File: src/hdl/assert_macros.svh
`ifndef ASSERT_MACROS_SVH
`define ASSERT_MACROS_SVH

// concurrent check, masked while reset is high
`define ASSERT_CHK(label, clk, rst, prop) \
   label: assert property (@(posedge clk) disable iff (rst) prop) \
      else $error("assertion failed");

// concurrent check that also holds during reset
`define ASSERT_ALWAYS(label, clk, prop) \
   label: assert property (@(posedge clk) prop) \
      else $error("assertion failed");

`endif

File: src/hdl/uer_pkg.sv
`timescale 1ns / 1ps

package uer_pkg;

   localparam int COUNT_BITS_DEF = 24;
   localparam int DELAY_W        = 8;
   localparam int CFG_CNT_W      = 24;
   localparam int ECHO_W         = 24;
   localparam int DIST_W         = 22;
   localparam int CSR_INDEX_W    = 4;
   localparam int CSR_DATA_W     = 24;

   localparam logic [CSR_INDEX_W-1:0] CSR_SETTLE   = CSR_INDEX_W'(0);
   localparam logic [CSR_INDEX_W-1:0] CSR_TRIGGER  = CSR_INDEX_W'(1);
   localparam logic [CSR_INDEX_W-1:0] CSR_TIMEOUT  = CSR_INDEX_W'(2);
   localparam logic [CSR_INDEX_W-1:0] CSR_MIN_ECHO = CSR_INDEX_W'(3);

   localparam logic [DELAY_W-1:0]   SETTLE_RST   = DELAY_W'(2);
   localparam logic [DELAY_W-1:0]   TRIGGER_RST  = DELAY_W'(5);
   localparam logic [CFG_CNT_W-1:0] TIMEOUT_RST  = CFG_CNT_W'(1000000);
   localparam logic [CFG_CNT_W-1:0] MIN_ECHO_RST = CFG_CNT_W'(100);

   // distance = echo * 10 / 58 = (echo * 5) / 29
   localparam int NUM_W       = ECHO_W + 3;
   localparam int RECIP_SHIFT = 32;
   localparam int RECIP_W     = 28;
   localparam int PROD_W      = NUM_W + RECIP_W;
   localparam logic [NUM_W-1:0]   DIV_CONST = NUM_W'(29);
   localparam logic [RECIP_W-1:0] DIV_RECIP = RECIP_W'((64'd1 << RECIP_SHIFT) / 64'd29);
   localparam logic [DIST_W-1:0]  DIST_MAX  = DIST_W'(2892623);

   typedef enum logic [5:0] {
      PH_IDLE      = 6'b000001,
      PH_SETTLE    = 6'b000010,
      PH_TRIGGER   = 6'b000100,
      PH_WAIT_LOW  = 6'b001000,
      PH_WAIT_RISE = 6'b010000,
      PH_WAIT_FALL = 6'b100000
   } phase_type;

   typedef struct packed {
      logic drive_enable;
      logic drive_level;
      logic busy_res;
      logic done_res;
      logic timed_out;
   } flags_type;

endpackage

File: src/hdl/uer_ctrl.sv
`timescale 1ns / 1ps
`include "assert_macros.svh"

module uer_ctrl import uer_pkg::*; #(
   parameter int COUNT_BITS = COUNT_BITS_DEF
) (
   input  logic                   clock,
   input  logic                   reset,
   input  logic                   req_valid,
   output logic                   req_stall,
   input  logic                   req_kind,
   input  logic                   req_pin_level,
   input  logic                   csr_wr_en,
   input  logic [CSR_INDEX_W-1:0] csr_index,
   input  logic [CSR_DATA_W-1:0]  csr_wdata,
   output logic                   s1_valid,
   input  logic                   s1_stall,
   output flags_type              s1_flags,
   output logic [ECHO_W-1:0]      s1_echo
);

   localparam int CMP_W = (COUNT_BITS > CFG_CNT_W) ? COUNT_BITS : CFG_CNT_W;

   logic [DELAY_W-1:0]    settle_ff, trigger_ff;
   logic [CFG_CNT_W-1:0]  timeout_ff, min_echo_ff;

   phase_type             phase_ff, phase_in, shown;
   logic [DELAY_W-1:0]    delay_ff, delay_in, delay_inc;
   logic [COUNT_BITS-1:0] elapsed_ff, elapsed_in, elapsed_sat;
   logic [COUNT_BITS-1:0] pulse_ff, pulse_in, pulse_sat;
   logic [ECHO_W-1:0]     last_echo_ff, last_echo_in;
   logic                  done, tout, timeout_hit, pulse_long, accept;

   logic                  s1_valid_ff;
   flags_type             s1_flags_ff, flags_in;
   logic [ECHO_W-1:0]     s1_echo_ff;

   assign req_stall = s1_valid_ff && s1_stall;
   assign accept    = req_valid && !req_stall;

   assign delay_inc   = delay_ff + DELAY_W'(1);
   assign elapsed_sat = (&elapsed_ff) ? elapsed_ff : elapsed_ff + COUNT_BITS'(1);
   assign pulse_sat   = (&pulse_ff) ? pulse_ff : pulse_ff + COUNT_BITS'(1);
   assign timeout_hit = CMP_W'(elapsed_ff) >= CMP_W'(timeout_ff);
   assign pulse_long  = CMP_W'(pulse_sat) >= CMP_W'(min_echo_ff);

   always_comb begin
      phase_in     = phase_ff;
      delay_in     = delay_ff;
      elapsed_in   = elapsed_ff;
      pulse_in     = pulse_ff;
      last_echo_in = last_echo_ff;
      done         = 1'b0;
      tout         = 1'b0;
      if (req_kind) begin
         // starts while busy are dropped
         if (phase_ff == PH_IDLE) begin
            delay_in = '0;
            phase_in = (settle_ff == '0) ? PH_TRIGGER : PH_SETTLE;
         end
      end else begin
         case (phase_ff)
            PH_IDLE: begin
               phase_in = PH_IDLE;
            end
            PH_SETTLE: begin
               delay_in = delay_inc;
               if (delay_inc >= settle_ff) begin
                  phase_in = PH_TRIGGER;
                  delay_in = '0;
               end
            end
            PH_TRIGGER: begin
               delay_in = delay_inc;
               // a zero trigger setting ends after one tick
               if (delay_inc >= trigger_ff || delay_inc == '0) begin
                  phase_in   = PH_WAIT_LOW;
                  delay_in   = '0;
                  elapsed_in = '0;
               end
            end
            PH_WAIT_LOW, PH_WAIT_RISE, PH_WAIT_FALL: begin
               if (timeout_hit) begin
                  phase_in = PH_IDLE;
                  done     = 1'b1;
                  tout     = 1'b1;
               end else begin
                  elapsed_in = elapsed_sat;
                  if (phase_ff == PH_WAIT_LOW) begin
                     if (!req_pin_level) phase_in = PH_WAIT_RISE;
                  end else if (phase_ff == PH_WAIT_RISE) begin
                     if (req_pin_level) begin
                        pulse_in = '0;
                        phase_in = PH_WAIT_FALL;
                     end
                  end else begin
                     pulse_in = pulse_sat;
                     if (!req_pin_level) begin
                        if (pulse_long) begin
                           last_echo_in = ECHO_W'(pulse_sat);
                           phase_in     = PH_IDLE;
                           done         = 1'b1;
                        end else begin
                           phase_in = PH_WAIT_RISE;
                        end
                     end
                  end
               end
            end
            default: begin
               phase_in = PH_IDLE;
            end
         endcase
      end
   end

   // ticks show the pin during the tick, starts show the phase entered
   assign shown = req_kind ? phase_in : phase_ff;

   always_comb begin
      flags_in.drive_enable = (shown == PH_SETTLE) || (shown == PH_TRIGGER);
      flags_in.drive_level  = (shown == PH_TRIGGER);
      flags_in.busy_res     = (phase_in != PH_IDLE);
      flags_in.done_res     = done;
      flags_in.timed_out    = tout;
   end

   always_ff @(posedge clock) begin
      if (reset) begin
         settle_ff   <= SETTLE_RST;
         trigger_ff  <= TRIGGER_RST;
         timeout_ff  <= TIMEOUT_RST;
         min_echo_ff <= MIN_ECHO_RST;
      end else if (csr_wr_en) begin
         case (csr_index)
            CSR_SETTLE:   settle_ff   <= csr_wdata[DELAY_W-1:0];
            CSR_TRIGGER:  trigger_ff  <= csr_wdata[DELAY_W-1:0];
            CSR_TIMEOUT:  timeout_ff  <= csr_wdata[CFG_CNT_W-1:0];
            CSR_MIN_ECHO: min_echo_ff <= csr_wdata[CFG_CNT_W-1:0];
            default: ;
         endcase
      end
   end

   always_ff @(posedge clock) begin
      if (reset) begin
         phase_ff     <= PH_IDLE;
         delay_ff     <= '0;
         elapsed_ff   <= '0;
         pulse_ff     <= '0;
         last_echo_ff <= '0;
      end else if (accept) begin
         phase_ff     <= phase_in;
         delay_ff     <= delay_in;
         elapsed_ff   <= elapsed_in;
         pulse_ff     <= pulse_in;
         last_echo_ff <= last_echo_in;
      end
   end

   always_ff @(posedge clock) begin
      if (reset) begin
         s1_valid_ff <= 1'b0;
      end else if (!s1_valid_ff || !s1_stall) begin
         s1_valid_ff <= req_valid;
      end
   end

   always_ff @(posedge clock) begin
      if (accept) begin
         s1_flags_ff <= flags_in;
         s1_echo_ff  <= last_echo_in;
      end
   end

   assign s1_valid = s1_valid_ff;
   assign s1_flags = s1_flags_ff;
   assign s1_echo  = s1_echo_ff;

   `ASSERT_CHK(a_tout_needs_done, clock, reset,
      s1_valid_ff && s1_flags_ff.timed_out |-> s1_flags_ff.done_res)
   `ASSERT_CHK(a_done_not_busy, clock, reset,
      s1_valid_ff && s1_flags_ff.done_res |-> !s1_flags_ff.busy_res)
   `ASSERT_CHK(a_level_needs_drive, clock, reset,
      s1_valid_ff && s1_flags_ff.drive_level |-> s1_flags_ff.drive_enable)
   `ASSERT_CHK(a_idle_tick_holds, clock, reset,
      accept && !req_kind && phase_ff == PH_IDLE |=> phase_ff == PH_IDLE)

endmodule

File: src/hdl/uer_dist.sv
`timescale 1ns / 1ps
`include "assert_macros.svh"

module uer_dist import uer_pkg::*; (
   input  logic              clock,
   input  logic              reset,
   input  logic              in_valid,
   output logic              in_stall,
   input  flags_type         in_flags,
   input  logic [ECHO_W-1:0] in_echo,
   output logic              rsp_valid,
   input  logic              rsp_stall,
   output logic              rsp_drive_enable,
   output logic              rsp_drive_level,
   output logic              rsp_busy_res,
   output logic              rsp_done_res,
   output logic              rsp_timed_out,
   output logic [ECHO_W-1:0] rsp_echo_ticks,
   output logic [DIST_W-1:0] rsp_range_mm
);

   logic [NUM_W-1:0]  num, rem;
   logic [PROD_W-1:0] prod;
   logic [DIST_W-1:0] quot_fix;
   logic              a_ready;

   logic              a_valid_ff;
   flags_type         a_flags_ff;
   logic [ECHO_W-1:0] a_echo_ff;
   logic [NUM_W-1:0]  a_num_ff;
   logic [DIST_W-1:0] a_quot_ff;

   logic              rsp_valid_ff;
   flags_type         rsp_flags_ff;
   logic [ECHO_W-1:0] rsp_echo_ff;
   logic [DIST_W-1:0] rsp_dist_ff;

   assign a_ready  = !rsp_valid_ff || !rsp_stall;
   assign in_stall = a_valid_ff && !a_ready;

   // estimate by reciprocal, low by at most one
   assign num  = (NUM_W'(in_echo) << 2) + NUM_W'(in_echo);
   assign prod = num * DIV_RECIP;

   assign rem      = a_num_ff - NUM_W'(a_quot_ff) * DIV_CONST;
   assign quot_fix = (rem >= DIV_CONST) ? a_quot_ff + DIST_W'(1) : a_quot_ff;

   always_ff @(posedge clock) begin
      if (reset) begin
         a_valid_ff <= 1'b0;
      end else if (!a_valid_ff || a_ready) begin
         a_valid_ff <= in_valid;
      end
   end

   always_ff @(posedge clock) begin
      if (in_valid && !in_stall) begin
         a_flags_ff <= in_flags;
         a_echo_ff  <= in_echo;
         a_num_ff   <= num;
         a_quot_ff  <= prod[RECIP_SHIFT +: DIST_W];
      end
   end

   always_ff @(posedge clock) begin
      if (reset) begin
         rsp_valid_ff <= 1'b0;
      end else if (a_ready) begin
         rsp_valid_ff <= a_valid_ff;
      end
   end

   always_ff @(posedge clock) begin
      if (a_valid_ff && a_ready) begin
         rsp_flags_ff <= a_flags_ff;
         rsp_echo_ff  <= a_echo_ff;
         rsp_dist_ff  <= quot_fix;
      end
   end

   assign rsp_valid        = rsp_valid_ff;
   assign rsp_drive_enable = rsp_flags_ff.drive_enable;
   assign rsp_drive_level  = rsp_flags_ff.drive_level;
   assign rsp_busy_res     = rsp_flags_ff.busy_res;
   assign rsp_done_res     = rsp_flags_ff.done_res;
   assign rsp_timed_out    = rsp_flags_ff.timed_out;
   assign rsp_echo_ticks   = rsp_echo_ff;
   assign rsp_range_mm     = rsp_dist_ff;

   `ASSERT_CHK(a_one_correction, clock, reset,
      a_valid_ff |-> rem < (DIV_CONST << 1))
   `ASSERT_CHK(a_dist_range, clock, reset,
      rsp_valid_ff |-> rsp_dist_ff <= DIST_MAX)
   `ASSERT_CHK(a_stall_when_full, clock, reset,
      in_stall |-> a_valid_ff && rsp_valid_ff)

endmodule

File: src/hdl/ultrasonic_echo_ranger.sv
// a result passes the state, reciprocal and correction stages in order after its item is accepted
// throughput: one item per cycle while req_stall is low; req_stall rises only when all three stages hold items
// the distance path is a reciprocal multiply plus one remainder check, one stage each
// reset (synchronous, active high): phase idle, all counters and the last echo zero,
// registers back to settle 2, trigger 5, timeout 1000000, minimum echo 100; pipeline empty
`timescale 1ns / 1ps

module ultrasonic_echo_ranger import uer_pkg::*; #(
   parameter int COUNT_BITS = COUNT_BITS_DEF
) (
   input  logic                   clock,
   input  logic                   reset,
   input  logic                   req_valid,
   output logic                   req_stall,
   input  logic                   req_kind,
   input  logic                   req_pin_level,
   output logic                   rsp_valid,
   input  logic                   rsp_stall,
   output logic                   rsp_drive_enable,
   output logic                   rsp_drive_level,
   output logic                   rsp_busy_res,
   output logic                   rsp_done_res,
   output logic                   rsp_timed_out,
   output logic [ECHO_W-1:0]      rsp_echo_ticks,
   output logic [DIST_W-1:0]      rsp_range_mm,
   input  logic                   csr_wr_en,
   input  logic [CSR_INDEX_W-1:0] csr_index,
   input  logic [CSR_DATA_W-1:0]  csr_wdata
);

   logic              s1_valid, s1_stall;
   flags_type         s1_flags;
   logic [ECHO_W-1:0] s1_echo;

   uer_ctrl #(
      .COUNT_BITS (COUNT_BITS)
   ) u_ctrl (
      .clock         (clock),
      .reset         (reset),
      .req_valid     (req_valid),
      .req_stall     (req_stall),
      .req_kind      (req_kind),
      .req_pin_level (req_pin_level),
      .csr_wr_en     (csr_wr_en),
      .csr_index     (csr_index),
      .csr_wdata     (csr_wdata),
      .s1_valid      (s1_valid),
      .s1_stall      (s1_stall),
      .s1_flags      (s1_flags),
      .s1_echo       (s1_echo)
   );

   uer_dist u_dist (
      .clock            (clock),
      .reset            (reset),
      .in_valid         (s1_valid),
      .in_stall         (s1_stall),
      .in_flags         (s1_flags),
      .in_echo          (s1_echo),
      .rsp_valid        (rsp_valid),
      .rsp_stall        (rsp_stall),
      .rsp_drive_enable (rsp_drive_enable),
      .rsp_drive_level  (rsp_drive_level),
      .rsp_busy_res     (rsp_busy_res),
      .rsp_done_res     (rsp_done_res),
      .rsp_timed_out    (rsp_timed_out),
      .rsp_echo_ticks   (rsp_echo_ticks),
      .rsp_range_mm     (rsp_range_mm)
   );

endmodule
File: config.mk
export PLATFORM = sky130hd
export DESIGN_NAME = ultrasonic_echo_ranger
export DESIGN_NICKNAME = d
export VERILOG_FILES = /design/src/hdl/uer_pkg.sv /design/src/hdl/uer_ctrl.sv /design/src/hdl/uer_dist.sv /design/src/hdl/ultrasonic_echo_ranger.sv
export VERILOG_INCLUDE_DIRS = /design/src /design/src/hdl
export SDC_FILE = /design/constraint.sdc
export NUM_CORES = 2
export LEC_CHECK = 0
export BUFFER_PORTS_ARGS = -buffer_cell sky130_fd_sc_hd__clkbuf_2
export CORE_MARGIN = 8
export CORE_UTILIZATION = 38
export DETAILED_ROUTE_END_ITERATION = 6
export PLACE_DENSITY = 0.53
export SLEW_MARGIN = 20
export SYNTH_ARGS = -nofsm -noshare
export SYNTH_HDL_FRONTEND = slang
export SYNTH_HIERARCHICAL = 1
export SYNTH_SLANG_ARGS = --single-unit
File: constraint.sdc
create_clock -name clock -period 14.9 [get_ports clock]
set_input_delay 0 -clock clock [delete_from_list [all_inputs] [get_ports clock]]
set_output_delay 0 -clock clock [all_outputs]
set_load 0.05 [all_outputs]
# After elaboration in Yosys (flattened, before gate mapping)
# Cells that the tools add are included.
[totals] ff_bits=311 inputBits=35 out_inout_bits=53
[classes] n_addsub=6 mul=2 magnitude_cmp=5 eq_ne=17 mux=40 n_bitwise=4 n_reduce_logical=33
[ops] operator="$mux 24" n=13
[ops] operator="$mux 6" n=11
[ops] operator="$mul 27x24->50 const B" n=1
[ops] operator="$add 24x1->24 const B" n=2
[ops] operator="$ge 24x24->1" n=2
[ops] operator="$pmux 24 s2" n=1
[ops] operator="$reduce_and 24->1" n=2
[ops] operator="$mux 8" n=4
[ops] operator="$add 26x24->27" n=1
[ops] operator="$ge 27x5->1 const B" n=1
[ops] operator="$mul 22x5->27 const B" n=1
[ops] operator="$sub 27x27->27" n=1
[ops] operator="$add 22x1->22 const B" n=1
[ops] operator="$mux 22" n=1
[ops] operator="$pmux 6 s3" n=1
[ops] operator="$ge 8x8->1" n=2
[ops] operator="$logic_not 8->1" n=2
[ops] operator="$pmux 8 s2" n=1
[ops] operator="$eq 6x2->1 const B" n=2
[ops] operator="$eq 6x3->1 const B" n=2
[ops] operator="$reduce_and 6->1" n=2
[ops] operator="$add 8x1->8 const B" n=1
[ops] operator="$eq 4x2->1 const B" n=2
[ops] operator="$reduce_and 2->1" n=4
[ops] operator="21 further kinds" n=46

# Longest topological paths before layout
[logic_depth] depth_word=13 mapped_depth=37

# Hierarchy
# Netlist, hierarchy kept.
[by_module_without_submodules] mod="uer_dist" instances=1 cells_per_inst=2018 area_per_inst_um2=21129.0 seq_area_each_um2=3853.7
[by_module_without_submodules] mod="uer_ctrl" instances=1 cells_per_inst=1140 area_per_inst_um2=9721.8 seq_area_each_um2=3893.7

# Least setup slack after synthesis
# OpenSTA, ideal clock, no wires.
[synth_path] kind="register to register" start="register u_ctrl.s1_echo_ff[0] (netlist: u_ctrl/s1_echo[0])" end="register u_dist.a_quot_ff[17] (data pin)" setup_time_ns=0.258 t_arrival_ns=9.408 slack_ns=5.234 stages_incl_launch_ff=35 path_buffers=0 period_less_slack_ns=9.666 cell_sequence="edfxtp_1 > ha_1 > fa_1 > a211o_1 > o211ai_1 > a211oi_1 > o31ai_1 > nand2b_1 > a21o_1 > a21o_1 > a21o_1 > a21oi_1 > xnor2_1 > fa_1 > fa_1 > inv_1 > fa_1 > inv_1 > fa_1 > fa_1 > fa_1 > inv_1 > fa_1 > inv_1 > ha_1 > a21oi_1 > o21ai_0 > o221ai_1 > or4b_2 > o21ai_1 > o21ai_1 > a21oi_1 > o21ai_0 > a21oi_1 > xnor2_1"
[synth_via] elab_chain_len=2
[synth_lines] item="start, declared" line_no="uer_ctrl.sv:36" source="logic [ECHO_W-1:0] s1_echo_ff;"
[synth_lines] item="start signal, assigned" line_no="uer_ctrl.sv:172" source="s1_echo_ff <= last_echo_in;"
[synth_lines] item="$add 26x24->27" line_no="uer_dist.sv:42" source="assign num = (NUM_W'(in_echo) << 2) + NUM_W'(in_echo);"
[synth_lines] item="net u_dist.num[18]" line_no="uer_dist.sv:22" source="logic [NUM_W-1:0] num, rem;"
[synth_lines] item="$mul 27x24->50" line_no="uer_dist.sv:43" source="assign prod = num * DIV_RECIP;"
[synth_lines] item="net u_dist.prod[49]" line_no="uer_dist.sv:23" source="logic [PROD_W-1:0] prod;"
[synth_lines] item="end signal, assigned" line_no="uer_dist.sv:61" source="a_quot_ff <= prod[RECIP_SHIFT +: DIST_W];"
[synth_lines] item="end, declared" line_no="uer_dist.sv:31" source="logic [DIST_W-1:0] a_quot_ff;"
# The timed path passes the listed nets, and every way through them passes these cells.
# A chain may end at the register's enable or synchronous reset.

# Final worst setup path
# Same ends and word-level chain as after synthesis.

==> impl_metrics.toml <==
[synthesis]
synth.largest_area_cell = "fa_1"
synthXorXnorAreaFrac_pct = 2.90
synth_warnings = 6
synth_cell_types = 94
synthesis.nets = 3952
async_flop_share_pct = 0
syn_area_um2 = 30900
yosys.area.top_type_share_pct = 22.3
synth-seq-area-share_pct = 25.1
syn-instance-count = 3158
synth_edf_count = 156
synth_ff_type = "edfxtp_1"
synth_compound_area_share_pct = 10.6
muxShareOfSynthArea_pct = 1.75
yosys.area_share.simple_pct = 11.5
syn_area_per_cell_um2 = 9.77
synth_fa_ha_area_share_pct = 39.2
yosys-top-cells-area = "fa_1, ha_1, edfxtp_1, dfxtp_1, inv_1"
ys_seq_elements = 309
synth_top_family_by_area = "adder cells"

[detailed_routing]
wl_met3_mm = 3.98
wl_met1_mm = 36.3
top_layer = "met5"
drtAntennaViolNets = 0
via_per_inst = 5.06
drtPass1Iterations = 5
initialDrtViolationCount = 1177
totalWireLength_mm = 81.7
drc = 0
wire_per_inst_um = 18.7
wl_met2_mm = 39.6
vias = 22100

[cts]
clk_path_buf_depth = 3
clk_latency_ns = 0.58
tritoncts = "yes"
cts_sinks = 309
htreeDepth = 2
cts_buffers = 39
clk_pin_slew_ns = 0.06
postCtsSetupRepairBufs = 0
cts-root-buf = "clkbuf_16"

[cells_and_area]
drive_gt1_share_pct = 6.72
regArea_um2 = 7750
fillers = 7943
multi_input_area_um2 = 20400
area_delta_synth_final_pct = 10.9
num-nets-final = 4070
utilization_pct = 42.6
layout_commonest_cell = "inv_1"
diodes = 0
final_cell_mix = "inv_1, ha_1, fa_1"

[run]
maxCapViolations = 0

[timing]
slew-limit-headroom_pct = 29.9
rsz0062_at_grt = "no"
fin_skew_ns = 0.0320
period_share_pct = 72.5
setup_viol = 0
min_period_ns = 10.80
fin_tns_setup_ns = 0
tightest_slew_ns = 1.05
fmax_mhz = 92.6
hold_viol_final = 0
slew_viol_final = 0

[floorplan]
io_pins = 88
start_util_pct = 38.4
coreArea_um2 = 80400
die_w_um = 301
std_cell_rows = 104
dieArea_um2 = 90600
die_h_um = 301

[grt]
grt_pass1_wl_mm = 130
grt_max_degree = 68
grt_usage_pct = 18.2
overflow = 0
first_global_vias = 22900
antenna_found_initial = 1

[setup_path]
cpMaxStageDelayCell = "xor2_1"
end_kind = "flop"
arrival_ns = 11.11
critPathMaxFanout = 12
startpoint_type = "flop"
worst_ep_required_time_ns = 15.21
path_common_cell = "fa_1"
slowest_delay_ns = 0.71
path_class = "reg2reg"

[run_status]
status = "finished, final reports clean"

[placed_design]
gp_congestion = 0.899
port_buffers = 87
dp_hpwl_mm = 65.6

[worst_hold_path]
holdCritPathClass = "in2reg"
[path summary, 6_finish.rpt]
kind | cells past startpoint | to | startpoint | slack (ns)
hold / removal | 6 | u_ctrl/timeout_ff[4]$_SDFFE_PP0P_ | csr_index[2] | 0.06
setup reg to reg | 34 | u_dist/a_quot_ff[17]$_DFFE_PP_ | u_ctrl/s1_echo[0]$_DFFE_PP_ | 4.10
hold reg to reg | 0 | u_dist/rsp_echo_ticks[22]$_DFFE_PP_ | u_dist/a_echo_ff[22]$_DFFE_PP_ | 0.41
setup / recovery | 34 | u_dist/a_quot_ff[17]$_DFFE_PP_ | u_ctrl/s1_echo[0]$_DFFE_PP_ | 4.10
[flip-flops by register name (all words and copies together), names as in the netlist, 5 cells and up]
signal and count:
u_dist/a_quot_ff 22, u_ctrl/elapsed_ff 24, u_ctrl/s1_flags 5, u_ctrl/pulse_ff 24, u_ctrl/last_echo_ff 24, u_ctrl/timeout_ff 24, u_ctrl/trigger_ff 8, u_ctrl/phase_ff 6
u_dist/a_flags_ff 5, u_ctrl/delay_ff 8, u_ctrl/settle_ff 8, u_dist/rsp_echo_ticks 24, u_ctrl/s1_echo 24, u_dist/a_num_ff 25, u_ctrl/min_echo_ff 24, u_dist/rsp_range_mm 22
u_dist/a_echo_ff 24
[through the flow]
stage	cell area [um2]	hold WS, ns	cells	setup slack [ns]
floorplan	30900	0.0724	3158	5.23
global placement	32600	0.233	4260	4.21
detailed placement	32600	0.237	4260	4.10
CTS	34200	0.0858	4364	4.06
global route	34200	0.0885	4365	3.49
finish	34200	0.0646	4365	4.10
[per-layer routing]
metal  up-vias  global-route usage, %
met3       112                   3.11
met5         -                      0
met1     10800                   23.5
met2       453                   31.6
met4         2                   4.37
li1      10800                      -
[timing repair]
item / 4_1_cts / 5_1_grt
hold buffers: 34 / 0
hold endpoints to repair: 97 / 0
setup endpoints to repair: 0 / 0
resized for setup: 0 / 0
[critical path, delay by kind of cell (launching register included)]
kind	cells	cell delay (ns)
fa+ha+maj	10	4.72
compound gates	14	3.12
xor+xnor	2	0.79
simple gates	2	0.72
flops	1	0.62
buf+inv	6	0.52
[cells in the mapped netlist (all sizes together) (4+ instances only)]
library cell  number
a2111oi            7
a211o              6
a211oi            23
a21o              44
a21oi            186
a22oi              4
a31oi             11
and2              15
and3              32
and4              13
buf               19
clkbuf            56
dfxtp            153
edfxtp           156
fa               344
ha               415
inv              657
mux2              13
mux2i             39
nand2            212
nand2b            21
nand3             58
nand4             46
nand4b             9
nor2             142
nor2b             21
nor3              40
nor3b              8
nor4              10
o2111ai            6
o211ai            28
o21a              14
o21ai             95
o22ai              6
o2bb2ai           13
o311ai             4
o31ai             28
or2               13
or3               10
or4               33
xnor2             68
xor2              34
[layout make-up]
cell class	instances	share of cell area, %
multi-input cells	2116	59.5
flip-flops and latches	309	22.6
inverters	658	7.22
well taps	1060	3.88
clock buffers	47	3.03
repair buffers	152	3.01
clock inverters	23	0.698
[logic make-up after synthesis]
family	after synthesis
multiplexers	52
XOR/XNOR	102
flip-flops	309
buffers and inverters	733
AO/OA/AOI/OAI	509
adder cells (fa/ha/maj)	759
AND/OR/NAND/NOR	694
Power is not shown: default switching activity piles up to over one toggle a cycle in this logic, so the estimate is an artifact.
